## config.mk

```make
export PLATFORM = sky130hd
export DESIGN_NAME = rational_arithmetic_unit_flat
export DESIGN_NICKNAME = d
export VERILOG_FILES = /design/src/hw/rtl/rau_pkg.sv /design/src/hw/rtl/rau_if.sv /design/src/hw/rtl/rau_divider.sv /design/src/hw/rtl/rational_arithmetic_unit.sv /design/src/flat_wrapper.sv
export SDC_FILE = /design/constraint.sdc
export NUM_CORES = 2
export LEC_CHECK = 0
export ABC_AREA = 1
export ABC_CLOCK_PERIOD_IN_PS = 12320
export BUFFER_PORTS_ARGS = -buffer_cell sky130_fd_sc_hd__buf_2
export CAP_MARGIN = 20
export CORE_MARGIN = 5
export CORE_UTILIZATION = 38
export CTS_CLUSTER_DIAMETER = 80
export CTS_CLUSTER_SIZE = 14
export DETAILED_ROUTE_END_ITERATION = 16
export PLACE_DENSITY = 0.6
export SETUP_SLACK_MARGIN = 0.2
export SKIP_CTS_REPAIR_TIMING = 1
export SLEW_MARGIN = 20
export SYNTH_ARGS = -nofsm -noshare
export SYNTH_HDL_FRONTEND = slang
export SYNTH_SLANG_ARGS = --single-unit
```

## constraint.sdc

```tcl
create_clock -name clk -period 12.32 [get_ports clk]
set_input_delay 1.232 -clock clk [delete_from_list [all_inputs] [get_ports clk]]
set_output_delay 1.232 -clock clk [all_outputs]
set_load 0.02 [all_outputs]
```

## src/hw/rtl/rau_pkg.sv

```systemverilog
`timescale 1ns / 1ps
// Shared types and constants of the rational arithmetic unit.
// No dependencies; every other file imports this package.
package rau_pkg;

  localparam int OPERAND_WIDTH = 32;
  localparam int WIDE = 64;

  typedef enum logic [2:0] {
    OP_ADD    = 3'd0,
    OP_SUB    = 3'd1,
    OP_MOD    = 3'd2,
    OP_MUL    = 3'd3,
    OP_INVERT = 3'd4,
    OP_REDUCE = 3'd5
  } op_t;

  typedef enum logic [1:0] {
    ST_OK   = 2'd0,
    ST_ZDEN = 2'd1,
    ST_MODZ = 2'd2
  } status_t;

  typedef enum logic [3:0] {
    S_IDLE,
    S_G1,
    S_Q1,
    S_Q2,
    S_ML,
    S_MX,
    S_MY,
    S_COMB,
    S_MOD,
    S_PM1,
    S_PM2,
    S_EPREP,
    S_EG,
    S_EN,
    S_ED,
    S_OUT
  } state_t;

endpackage

```

## src/hw/rtl/rau_if.sv

```systemverilog
`timescale 1ns / 1ps
// Valid/ready channel interfaces for the operand beat and the result beat.
// Depends on rau_pkg.
interface rau_in_if import rau_pkg::*; ();
  logic        valid;
  logic        ready;
  logic [2:0]  req_type;
  logic [31:0] a_num;
  logic [30:0] a_den;
  logic [31:0] b_num;
  logic [30:0] b_den;
  modport source(output valid, req_type, a_num, a_den, b_num, b_den, input ready);
  modport sink(input valid, req_type, a_num, a_den, b_num, b_den, output ready);
endinterface

interface rau_out_if ();
  logic        valid;
  logic        ready;
  logic [63:0] res_num;
  logic [62:0] res_den;
  logic [1:0]  status;
  modport source(output valid, res_num, res_den, status, input ready);
  modport sink(input valid, res_num, res_den, status, output ready);
endinterface

```

## src/hw/rtl/rau_divider.sv

```systemverilog
`timescale 1ns / 1ps
// Restoring 64-bit unsigned divider, one quotient bit per cycle.
// Depends on rau_pkg for the word width.
module rau_divider import rau_pkg::*; (
  input  logic            clk,
  input  logic            rst,
  input  logic            start,
  input  logic [WIDE-1:0] num,
  input  logic [WIDE-1:0] den,
  output logic            busy,
  output logic            done,
  output logic [WIDE-1:0] quo,
  output logic [WIDE-1:0] rem
);

  logic [WIDE:0]   part;
  logic [WIDE-1:0] dvs;
  logic [5:0]      cnt;
  logic [WIDE:0]   trial;

  assign trial = {part[WIDE-1:0], quo[WIDE-1]};
  assign rem   = part[WIDE-1:0];

  always_ff @(posedge clk) begin
    if (rst) begin
      busy <= 1'b0;
      done <= 1'b0;
      cnt  <= '0;
    end else begin
      done <= 1'b0;
      if (start) begin
        busy <= 1'b1;
        cnt  <= '0;
        part <= '0;
        quo  <= num;
        dvs  <= den;
      end else if (busy) begin
        // shift in the next dividend bit, subtract where it fits
        if (trial >= {1'b0, dvs}) begin
          part <= trial - {1'b0, dvs};
          quo  <= {quo[WIDE-2:0], 1'b1};
        end else begin
          part <= trial;
          quo  <= {quo[WIDE-2:0], 1'b0};
        end
        cnt <= cnt + 6'd1;
        if (cnt == 6'(WIDE - 1)) begin
          busy <= 1'b0;
          done <= 1'b1;
        end
      end
    end
  end

endmodule

```

## src/hw/rtl/rational_arithmetic_unit.sv

```systemverilog
`timescale 1ns / 1ps
// Top level of the rational arithmetic unit: sequencer, shared divider, multiplier.
// Depends on rau_pkg, rau_if and rau_divider.
//
// One request beat carries an operation and two fractions a and b; one result beat
// returns the result reduced to lowest terms, sign on the numerator, with a status
// code (zero denominator, modulo by zero). The block handles one request at a time:
// in_ch.ready is high only while idle. Every gcd step, every reduction and the lcm
// quotients run on a single 64-bit restoring divider. Reduce and invert need one gcd;
// multiply adds two multiplies; add, subtract and modulo need a gcd of the denominators,
// two quotients, three multiplies and, for modulo, one more division before the final
// reduction. Euclid's loop takes up to about 45 steps on the 31-bit denominators and
// about 90 steps for 63-bit values, so a worst case bounds at about 140 divisions.
// Undefined operation codes return 0/1 at once.
module rational_arithmetic_unit import rau_pkg::*; (
  input  logic clk,
  input  logic rst,
  rau_in_if.sink    in_ch,
  rau_out_if.source out_ch
);

  localparam int W = OPERAND_WIDTH;

  state_t state, state_next;

  // decoded request beat
  logic [W-1:0] av, bv;
  logic         dec_an, dec_bn;
  logic [31:0]  dec_am, dec_bm;
  logic [30:0]  dec_ad, dec_bd;
  logic         in_fire, out_fire;

  assign av     = in_ch.a_num[W-1:0];
  assign bv     = in_ch.b_num[W-1:0];
  assign dec_an = av[W-1];
  assign dec_bn = bv[W-1];
  assign dec_am = 32'(dec_an ? (~av + 1'b1) : av);
  assign dec_bm = 32'(dec_bn ? (~bv + 1'b1) : bv);
  assign dec_ad = 31'(in_ch.a_den[W-2:0]);
  assign dec_bd = 31'(in_ch.b_den[W-2:0]);

  assign in_ch.ready  = (state == S_IDLE);
  assign out_ch.valid = (state == S_OUT);
  assign in_fire      = in_ch.valid && in_ch.ready;
  assign out_fire     = out_ch.valid && out_ch.ready;

  // held operands and working registers
  op_t          op;
  logic         an, bn, eneg;
  logic [31:0]  am, bm;
  logic [30:0]  ad, bd;
  logic [31:0]  q1, q2;
  logic [63:0]  gx, gy, lcm, xm, ym, em, ed;
  logic [63:0]  res_num;
  logic [62:0]  res_den;
  status_t      res_status;
  logic         div_go;

  // shared divider
  logic        div_start, div_busy, div_done;
  logic [63:0] div_n, div_d, div_q, div_r;

  rau_divider u_div (
    .clk  (clk),
    .rst  (rst),
    .start(div_start),
    .num  (div_n),
    .den  (div_d),
    .busy (div_busy),
    .done (div_done),
    .quo  (div_q),
    .rem  (div_r)
  );

  // shared multiplier, result registered by the consuming state
  logic [31:0] mul_a, mul_b;
  logic [63:0] prod;
  assign prod = 64'(mul_a) * 64'(mul_b);

  always_comb begin
    mul_a = am;
    mul_b = bm;
    case (state)
      S_ML:    begin mul_a = q1;         mul_b = 32'(bd); end
      S_MX:    begin mul_a = am;         mul_b = q2;      end
      S_MY:    begin mul_a = bm;         mul_b = q1;      end
      S_PM2:   begin mul_a = 32'(ad);    mul_b = 32'(bd); end
      default: begin mul_a = am;         mul_b = bm;      end
    endcase
  end

  // divider operand select
  always_comb begin
    div_n = gx;
    div_d = gy;
    case (state)
      S_Q1:    begin div_n = 64'(ad); div_d = gx; end
      S_Q2:    begin div_n = 64'(bd); div_d = gx; end
      S_MOD:   begin div_n = xm;      div_d = ym; end
      S_EN:    begin div_n = em;      div_d = gx; end
      S_ED:    begin div_n = ed;      div_d = gx; end
      default: begin div_n = gx;      div_d = gy; end
    endcase
  end

  logic gcd_state, div_state;
  assign gcd_state = (state == S_G1) || (state == S_EG);
  assign div_state = (state == S_Q1) || (state == S_Q2) || (state == S_MOD) ||
                     (state == S_EN) || (state == S_ED);
  // launch once per division; a gcd step launches only while gy is nonzero
  assign div_start = !div_go && (div_state || (gcd_state && gy != '0));

  always_ff @(posedge clk) begin
    if (rst) begin
      state <= S_IDLE;
    end else begin
      state <= state_next;
    end
  end

  always_comb begin
    state_next = state;
    case (state)
      S_IDLE: begin
        if (in_fire) begin
          if (in_ch.req_type > 3'(OP_REDUCE)) begin
            state_next = S_OUT;
          end else if (dec_ad == '0 ||
                       (in_ch.req_type <= 3'(OP_MUL) && dec_bd == '0)) begin
            state_next = S_OUT;
          end else if (in_ch.req_type == 3'(OP_MUL)) begin
            state_next = S_PM1;
          end else if (in_ch.req_type inside {OP_INVERT, OP_REDUCE}) begin
            state_next = S_EPREP;
          end else begin
            state_next = S_G1;
          end
        end
      end
      S_G1:    if (gy == '0) state_next = S_Q1;
      S_Q1:    if (div_done) state_next = S_Q2;
      S_Q2:    if (div_done) state_next = S_ML;
      S_ML:    state_next = S_MX;
      S_MX:    state_next = S_MY;
      S_MY:    state_next = S_COMB;
      S_COMB:  begin
        if (op == OP_MOD) begin
          state_next = (bm == '0) ? S_OUT : S_MOD;
        end else begin
          state_next = S_EPREP;
        end
      end
      S_MOD:   if (div_done) state_next = S_EPREP;
      S_PM1:   state_next = S_PM2;
      S_PM2:   state_next = S_EPREP;
      S_EPREP: state_next = (em == '0 || ed == '0) ? S_OUT : S_EG;
      S_EG:    if (gy == '0) state_next = S_EN;
      S_EN:    if (div_done) state_next = S_ED;
      S_ED:    if (div_done) state_next = S_OUT;
      S_OUT:   if (out_fire) state_next = S_IDLE;
      default: state_next = S_IDLE;
    endcase
  end

  // datapath
  always_ff @(posedge clk) begin
    if (rst) begin
      div_go <= 1'b0;
    end else begin
      if (div_start) div_go <= 1'b1;
      if (div_done)  div_go <= 1'b0;
    end
    case (state)
      S_IDLE: begin
        if (in_fire) begin
          op         <= op_t'(in_ch.req_type);
          an         <= dec_an;
          bn         <= dec_bn;
          am         <= dec_am;
          bm         <= dec_bm;
          ad         <= dec_ad;
          bd         <= dec_bd;
          gx         <= 64'(dec_ad);
          gy         <= 64'(dec_bd);
          eneg       <= dec_an;
          res_num    <= '0;
          res_den    <= 63'd1;
          res_status <= ST_OK;
          if (in_ch.req_type <= 3'(OP_REDUCE) &&
              (dec_ad == '0 || (in_ch.req_type <= 3'(OP_MUL) && dec_bd == '0)))
            res_status <= ST_ZDEN;
          // invert swaps numerator and denominator, the sign stays
          if (in_ch.req_type == 3'(OP_INVERT)) begin
            em <= 64'(dec_ad);
            ed <= 64'(dec_am);
          end else begin
            em <= 64'(dec_am);
            ed <= 64'(dec_ad);
          end
        end
      end
      S_G1, S_EG: begin
        if (div_done) begin
          gx <= gy;
          gy <= div_r;
        end
      end
      S_Q1:  if (div_done) q1 <= div_q[31:0];
      S_Q2:  if (div_done) q2 <= div_q[31:0];
      S_ML:  lcm <= prod;
      S_MX:  xm  <= prod;
      S_MY:  ym  <= prod;
      S_COMB: begin
        ed <= lcm;
        if (op == OP_MOD) begin
          if (bm == '0) res_status <= ST_MODZ;
        end else if (an == (bn ^ (op == OP_SUB))) begin
          em <= xm + ym;
        end else if (xm >= ym) begin
          em <= xm - ym;
        end else begin
          em   <= ym - xm;
          eneg <= ~an;
        end
      end
      S_MOD: if (div_done) em <= div_r;
      S_PM1: begin
        em   <= prod;
        eneg <= an ^ bn;
      end
      S_PM2: ed <= prod;
      S_EPREP: begin
        gx <= em;
        gy <= ed;
      end
      S_EN: if (div_done) em <= div_q;
      S_ED: begin
        if (div_done) begin
          res_num <= eneg ? (~em + 64'd1) : em;
          res_den <= div_q[62:0];
        end
      end
      default: ;
    endcase
  end

  assign out_ch.res_num = res_num;
  assign out_ch.res_den = res_den;
  assign out_ch.status  = res_status;

  // a result beat never carries a zero denominator
  a_den_nonzero: assert property (@(posedge clk) disable iff (rst)
    out_ch.valid |-> out_ch.res_den != '0) else $error("zero result denominator");

  // the divider is launched only when free
  a_div_free: assert property (@(posedge clk) disable iff (rst)
    div_start |-> !div_busy) else $error("divider launched while busy");

  // a flagged result is always 0/1
  a_flag_zero: assert property (@(posedge clk) disable iff (rst)
    (out_ch.valid && out_ch.status != ST_OK) |-> (out_ch.res_num == '0 &&
      out_ch.res_den == 63'd1)) else $error("flagged result not 0/1");

  // a division completes only while a division state waits for it
  a_done_owned: assert property (@(posedge clk) disable iff (rst)
    div_done |-> (div_state || gcd_state)) else $error("orphan divider result");

endmodule

```

## src/flat_wrapper.sv

```systemverilog
// flat-port wrapper written by rule: the top's interface ports become plain ports
module rational_arithmetic_unit_flat import rau_pkg::*;
  (clk, rst, in_ch_valid, in_ch_req_type, in_ch_a_num, in_ch_a_den, in_ch_b_num, in_ch_b_den, in_ch_ready, out_ch_valid, out_ch_res_num, out_ch_res_den, out_ch_status, out_ch_ready);
  rau_in_if in_ch_i ();
  rau_out_if out_ch_i ();
  input  logic clk;
  input  logic rst;
  input wire logic [$bits(in_ch_i.valid)-1:0] in_ch_valid;
  input wire logic [$bits(in_ch_i.req_type)-1:0] in_ch_req_type;
  input wire logic [$bits(in_ch_i.a_num)-1:0] in_ch_a_num;
  input wire logic [$bits(in_ch_i.a_den)-1:0] in_ch_a_den;
  input wire logic [$bits(in_ch_i.b_num)-1:0] in_ch_b_num;
  input wire logic [$bits(in_ch_i.b_den)-1:0] in_ch_b_den;
  output wire logic [$bits(in_ch_i.ready)-1:0] in_ch_ready;
  output wire logic [$bits(out_ch_i.valid)-1:0] out_ch_valid;
  output wire logic [$bits(out_ch_i.res_num)-1:0] out_ch_res_num;
  output wire logic [$bits(out_ch_i.res_den)-1:0] out_ch_res_den;
  output wire logic [$bits(out_ch_i.status)-1:0] out_ch_status;
  input wire logic [$bits(out_ch_i.ready)-1:0] out_ch_ready;
  assign in_ch_i.valid = in_ch_valid;
  assign in_ch_i.req_type = in_ch_req_type;
  assign in_ch_i.a_num = in_ch_a_num;
  assign in_ch_i.a_den = in_ch_a_den;
  assign in_ch_i.b_num = in_ch_b_num;
  assign in_ch_i.b_den = in_ch_b_den;
  assign in_ch_ready = in_ch_i.ready;
  assign out_ch_valid = out_ch_i.valid;
  assign out_ch_res_num = out_ch_i.res_num;
  assign out_ch_res_den = out_ch_i.res_den;
  assign out_ch_status = out_ch_i.status;
  assign out_ch_i.ready = out_ch_ready;
  rational_arithmetic_unit u_core (.clk(clk), .rst(rst), .in_ch(in_ch_i), .out_ch(out_ch_i));
endmodule
```

* Yosys cells after proc, flatten, opt, wreduce, memory -nomap -nowiden
Index checks and enable logic that the tools add are counted.
Widths: inputs -> output; s select.
** Word-level totals
- Bits of input ports :: 133
- Output and inout bits :: 131
- Bits in registers :: 978
- Logic and storage cells :: 202
** Operators by class
- Magnitude comparators :: 5
- Equal/unequal tests :: 37
- Reductions and logical operators :: 49
- Add/sub/neg operators :: 8
- Multiply operators :: 1
- Bitwise logic cells :: 8
- Multiplexer cells :: 65
** Operator list (number)
- $mux 64 :: 17
- $pmux 64 s5 :: 2
- $pmux 64 s3 :: 3
- $pmux 64 s2 :: 2
- $logic_not 64->1 :: 3
- $pmux 32 s3 :: 2
- $sub 64x64->64 :: 3
- $mux 63 :: 2
- $pmux 63 s2 :: 1
- $mux 32 :: 3
- $ge 65x64->1 :: 1
- $add 32x1->32 const B :: 2
- $add 64x1->64 const B :: 1
- $add 64x64->64 :: 1
- $ge 64x64->1 :: 1
- $mul 32x32->64 :: 1
- $not 32->32 :: 2
- $not 64->64 :: 1
- $pmux 4 s16 :: 1
- $reduce_bool 64->1 :: 1
- $logic_not 31->1 :: 2
- $mux 4 :: 14
- $eq 4x4->1 const B :: 8
- $logic_not 32->1 :: 1
- 37 further kinds :: 98

* Logic depth before layout (Yosys ltp)
- Depth after elaboration :: 9
- Depth in mapped cells :: 43
- Gate-level depth less buffers :: 41

* By module
Synthesis repeated with hierarchy kept, for this count alone.
** Unflattened totals
- Cell total of the unflattened synthesis :: 14042
- Area, all modules :: 104036.0 µm²
** Modules (own cells, without submodules)
- rational_arithmetic_unit :: area each 89473.3 µm², seq. area each 23312.4 µm², cells each 11891, instances 1
- rau_divider :: area each 14562.7 µm², seq. area each 5925.7 µm², cells each 2151, instances 1

* Least setup slack after synthesis
OpenSTA, ideal clock, no wires.
- Path kind :: flip-flop to flip-flop
- Start :: register u_core.state[2]
- End :: register u_core.gx[0], enable pin
- Arrival time :: 10694 ps
- Cell stages (with the launch flop) :: 6
- Setup time :: 817 ps
- Required time :: 11503 ps
- Buffers on the path :: 0
- Clock period less this slack :: 11511 ps
- Slack :: 809 ps
- Cells stage by stage :: dfxtp_1 > nor2_1 > inv_1 > o22ai_1 > nor2_1 > a221oi_1
** Between the ends
- Cells in the longest elaborated chain, start to end :: 4
- Elaborated cells between the ends (all ways) :: 10
- Those cells by class :: eq/ne: 5; reduce/logical: 5
** RTL lines
- start, declared :: RTL line rational_arithmetic_unit.sv:24 : state_t state, state_next;
- start signal, assigned :: RTL line rational_arithmetic_unit.sv:117 : state <= state_next;
- $eq 4x4->1 (tied with other cells) :: RTL line rational_arithmetic_unit.sv:173 : case (state)
- $reduce_or 2->1 or $logic_and 1x1->1 (tied branches) :: RTL line rational_arithmetic_unit.sv:173, rational_arithmetic_unit.sv:44
- $ne 2x2->1 (no line) or $reduce_bool 3->1 (tied branches)
- $reduce_and 3->1 (no line) (*)
- end signal, assigned :: RTL line rational_arithmetic_unit.sv:183 : gx <= 64'(dec_ad);
- end signal, assigned :: RTL line rational_arithmetic_unit.sv:204 : gx <= gy;
- end signal, assigned :: RTL line rational_arithmetic_unit.sv:233 : gx <= em;
- end, declared :: RTL line rational_arithmetic_unit.sv:53 : logic [63:0] gx, gy, lcm, xm, ym, em, ed;
Every way passes the cells marked *; elsewhere a longest branch is shown, timed or not.
A chain may end at the register's enable or synchronous reset.

* Final worst setup path
- Start :: register u_core.state[2]
- End :: register u_core.em[35] (data pin)
** Between the ends
- Cells in the longest elaborated chain, start to end :: 5
- Elaborated cells between the ends (all ways) :: 14
- Those cells by class :: mul: 1; eq/ne: 8; mux: 3; reduce/logical: 2
** RTL lines
- $eq 4x3->1 or $eq 4x4->1 (tied branches) :: RTL line rational_arithmetic_unit.sv:83 : case (state)
- $reduce_or 2->1 (no line)
- $pmux 32 s3 :: RTL line rational_arithmetic_unit.sv:83
- $mul 32x32->64 :: RTL line rational_arithmetic_unit.sv:78 : assign prod = 64'(mul_a) * 64'(mul_b);
- $pmux 64 s5 (*) :: RTL line rational_arithmetic_unit.sv:173
- end signal, assigned :: RTL line rational_arithmetic_unit.sv:194 : em <= 64'(dec_ad);
- end signal, assigned :: RTL line rational_arithmetic_unit.sv:197 : em <= 64'(dec_am);
- end signal, assigned :: RTL line rational_arithmetic_unit.sv:218 : em <= xm + ym;
- end, declared :: RTL line rational_arithmetic_unit.sv:53
Marked as above.

==> key figures <==
STA
  – Final worst path period share: between 90% and 100%
  – Max Slew Vio Count: 0
  – Setup Skew: 0.0908 ns
  – Fin crit period: roughly 11 ns
  – FMAX: roughly 0.087 GHz
  – Worst Tran Pin Value: 1.28 ns
  – Unrepaired setup endpoints after global routing: false
  – Max-Slew Margin vs Limit: between 10% and 20%
  – Final hold vios: 0
  – Total negative slack: 0 ns
  – Setup violators final: 0

Layout
  – NumNets Final: between 15000 and 20000
  – FF/Latch Area: slightly below 30000 um2
  – Area of the multi-input gates: between 60000 and 70000 um2
  – Filler Cells Inserted: 28100
  – Area delta synth->final: 9.02%
  – Layout cells sized above 1: just under 6%

GRT
  – Gr ovfl total: 0
  – Global-route wire length before repair: approximately 760 mm
  – Initial antenna violation count: 57
  – Largest net degree at the start of global routing: ~130
  – GRT Util Overall: 39.3%
  – Vias in the first global route: between 90000 and 100k

Detailed routing
  – Initial DRC Count: around 16000
  – Post-DR wirelength/cell: about 33 um
  – Antenna viol nets, final: 0
  – Routed vias: approximately 100k
  – Final WL: about 560 mm
  – Pre-antenna DRT Iters: 6
  – # DRC: 0
  – Via density: just under 6

Yosys
  – Cells after Synth: 13500
  – Post-synth top cells: nand2_1, inv_1, nor2_1, edfxtp_1, fa_1
  – Post-synth ARST share: 0%
  – Post-Syn Area per Cell: approximately 7.6 um2
  – Synth area leaders: edfxtp_1, fa_1, nand2_1, inv_1, ha_1
  – Post-synth top area share: about 28%
  – Sequential share of the synthesized area: around 29%
  – Most frequent cell after synthesis: nand2_1
  – Synth Flop Type: edfxtp_1
  – Synthesized Nets: ~15000
  – #FFs+latches synth: approximately 1000
  – Post-synth EDFFs: 965
  – Synth cell types: 64
  – Synth area leader: edfxtp_1
  – Mapped cell area: 102000 um2
  – YS warnings: 0

Clock tree
  – Clock tree sinks: 978
  – CTS root buf: clkbuf_16
  – Clock transition at the registers of the reported paths: 0.07 ns
  – CTS tree: done
  – Latest clock arrival within the worst-skew pair: 0.91 ns
  – Num CTS Buffers: 100
  – Clk buf depth: 4
  – H-tree levels: 3

Setup path
  – RR Endpoint: u_core.em[35]
  – R2R Setup Slk: roughly 0.85 ns
  – Crit Path Class: flip-flop to flip-flop
  – Arrival @ worst endpoint: 12.10 ns
  – Max FO, Critical Path: 33
  – CP required: between 10 and 15 ns
  – Startpoint types: flip-flop
  – Critical Path Max Stage Delay: around 0.80 ns
  – Crit end category: flip-flop
  – Crit-path most repeated cell: fa_1
  – Worst r2r src: u_core.state[2]
  – CP max stage cell: nand2_1
  – Register-to-Register Path Depth: 36
  – Worst Setup SP: u_core.state[2]

Floorplanning
  – Core footprint: between 200000 and 300000 um2
  – I/O pin cnt: 264
  – Die area: 279000 um2
  – Chip width: roughly 530 um
  – Cell row count: 190
  – Initial Utilization: around two fifths
  – Die Span Y: around 530 um

Placement
  – Placer Congestion: 1.06
  – IO Port Bufs: 263
  – Detailed placement HPWL: between 400 and 500 mm

Min path
  – Hold Path Sink: u_core.u_div.done
  – Min-Delay Path Class: flip-flop to flip-flop
  – Worst hold start: u_core.u_div.cnt[4]
  – Hold depth: 2

Run
  – MaxCap Viol Count: 0

Outcome
  – Status: complete, no violations
flip-flops by register name, indices dropped and copies added, names as in the netlist, 2 cells and up:
name and cells:
u_core.ed 64, u_core.em 64, u_core.gx 64, u_core.gy 64, u_core.lcm 64, u_core.out_ch.res_num 64
u_core.u_div.dvs 64, u_core.u_div.part 64, u_core.u_div.quo 64, u_core.xm 64, u_core.ym 64, u_core.out_ch.res_den 63
u_core.am 32, u_core.bm 32, u_core.q1 32, u_core.q2 32, u_core.ad 31, u_core.bd 31
u_core.u_div.cnt 6, u_core.state 4, u_core.op 3, u_core.out_ch.status 2
stage by stage:
| stage | worst slack [ns] | area (um2) | hold slack, ns | utilization (%) | instances |
|---|---|---|---|---|---|
| final | 0.854 | 111000 | 0.501 | 41.6 | 17300 |
| after global routing | 0.608 | 111000 | 0.511 | 41.6 | 17200 |
| after CTS | 0.799 | 111000 | 0.493 | 41.6 | 17200 |
| after detailed placement | 0.914 | 108000 | 0.471 | 40.4 | 17100 |
| after global placement | 0.894 | 108000 | 0.476 | 40.4 | 17100 |
| after floorplan | 0.809 | 102000 | 0.445 | - | 13500 |
area by class of cell:
class	instances	share of cell area, %
clock buffers	115	2.33
clock inverters	30	0.351
well taps	3552	3.99
diodes	26	0.0584
multi-input cells	9290	54.5
repair buffers	539	3.30
flip-flops and latches	978	26.2
inverters	2737	9.24
kinds of logic (layout without fill, tap and decap cells):
family,count (synthesis),after routing,synth area share (%)
and+or+nand+nor,6000,6000,23.9
AOI/OAI and AO/OA,1669,1669,9.51
adders and majority gates,1421,1421,24.0
DFF,978,978,28.6
xor gates and xnor gates,200,200,1.71
buffers and inverters,3221,3421,12.3
other,0,26,0
layout by cell type, fill, tap and decap left out, types with 9 or more instances in the layout:
| master | count |
|---|---|
| a221oi_1 | 47 |
| o21ai_2 | 15 |
| nand3_1 | 618 |
| a21oi_1 | 572 |
| inv_2 | 42 |
| xnor2_1 | 34 |
| edfxtp_1 | 965 |
| or2_2 | 9 |
| diode_2 | 26 |
| o211ai_1 | 11 |
| o221ai_1 | 9 |
| nor2_4 | 17 |
| nor2_1 | 1507 |
| clkbuf_1 | 13 |
| inv_1 | 2688 |
| nor4_1 | 63 |
| o21a_1 | 40 |
| xor2_1 | 160 |
| dfxtp_1 | 13 |
| a31oi_1 | 48 |
| o21bai_1 | 46 |
| a21o_1 | 24 |
| nor3_1 | 97 |
| clkbuf_16 | 102 |
| o22ai_1 | 139 |
| a22oi_1 | 137 |
| o2111ai_1 | 31 |
| fa_1 | 900 |
| nand2_2 | 15 |
| buf_2 | 263 |
| nor2_2 | 9 |
| nand4_1 | 146 |
| buf_4 | 253 |
| nand2_1 | 3422 |
| o21ai_0 | 506 |
| o21ai_1 | 12 |
| buf_12 | 23 |
| and2_1 | 27 |
| ha_1 | 521 |
| nand3b_1 | 47 |
how the worst max path moves through the flow:
stage,endpoint,slack [ns],cells past startpoint
3_5_place_dp,u_core.em[35],0.91,36
4_1_cts,u_core.em[35],0.80,36
5_1_grt,u_core.em[35],0.61,36
3_3_place_gp,u_core.em[35],0.89,36
6_report,u_core.em[35],0.85,36
2_1_floorplan,u_core.gx[0],0.81,5
critical path, delay by kind of cell, from the launching register on:
| kind | cells | cell delay [ns] |
|---|---|---|
| adders and majority gates | 9 | 4.53 |
| and+or+nand+nor | 16 | 4.10 |
| AOI/OAI and AO/OA | 3 | 1.05 |
| buffers and inverters | 8 | 0.97 |
| DFF | 1 | 0.42 |
layer usage:
layer / share of wire (%) / wire [um] / GRT usage (%)
met5: 0.044 / 246 / 0
met4: 8.0 / 44800 / 24.4
met3: 14 / 78100 / 13.1
met2: 39 / 218000 / 53.3
met1: 39 / 222000 / 53.4
Power is left out: the tool's default activity adds up to more than one toggle a clock period on the data nets, which glitch-free logic cannot reach.
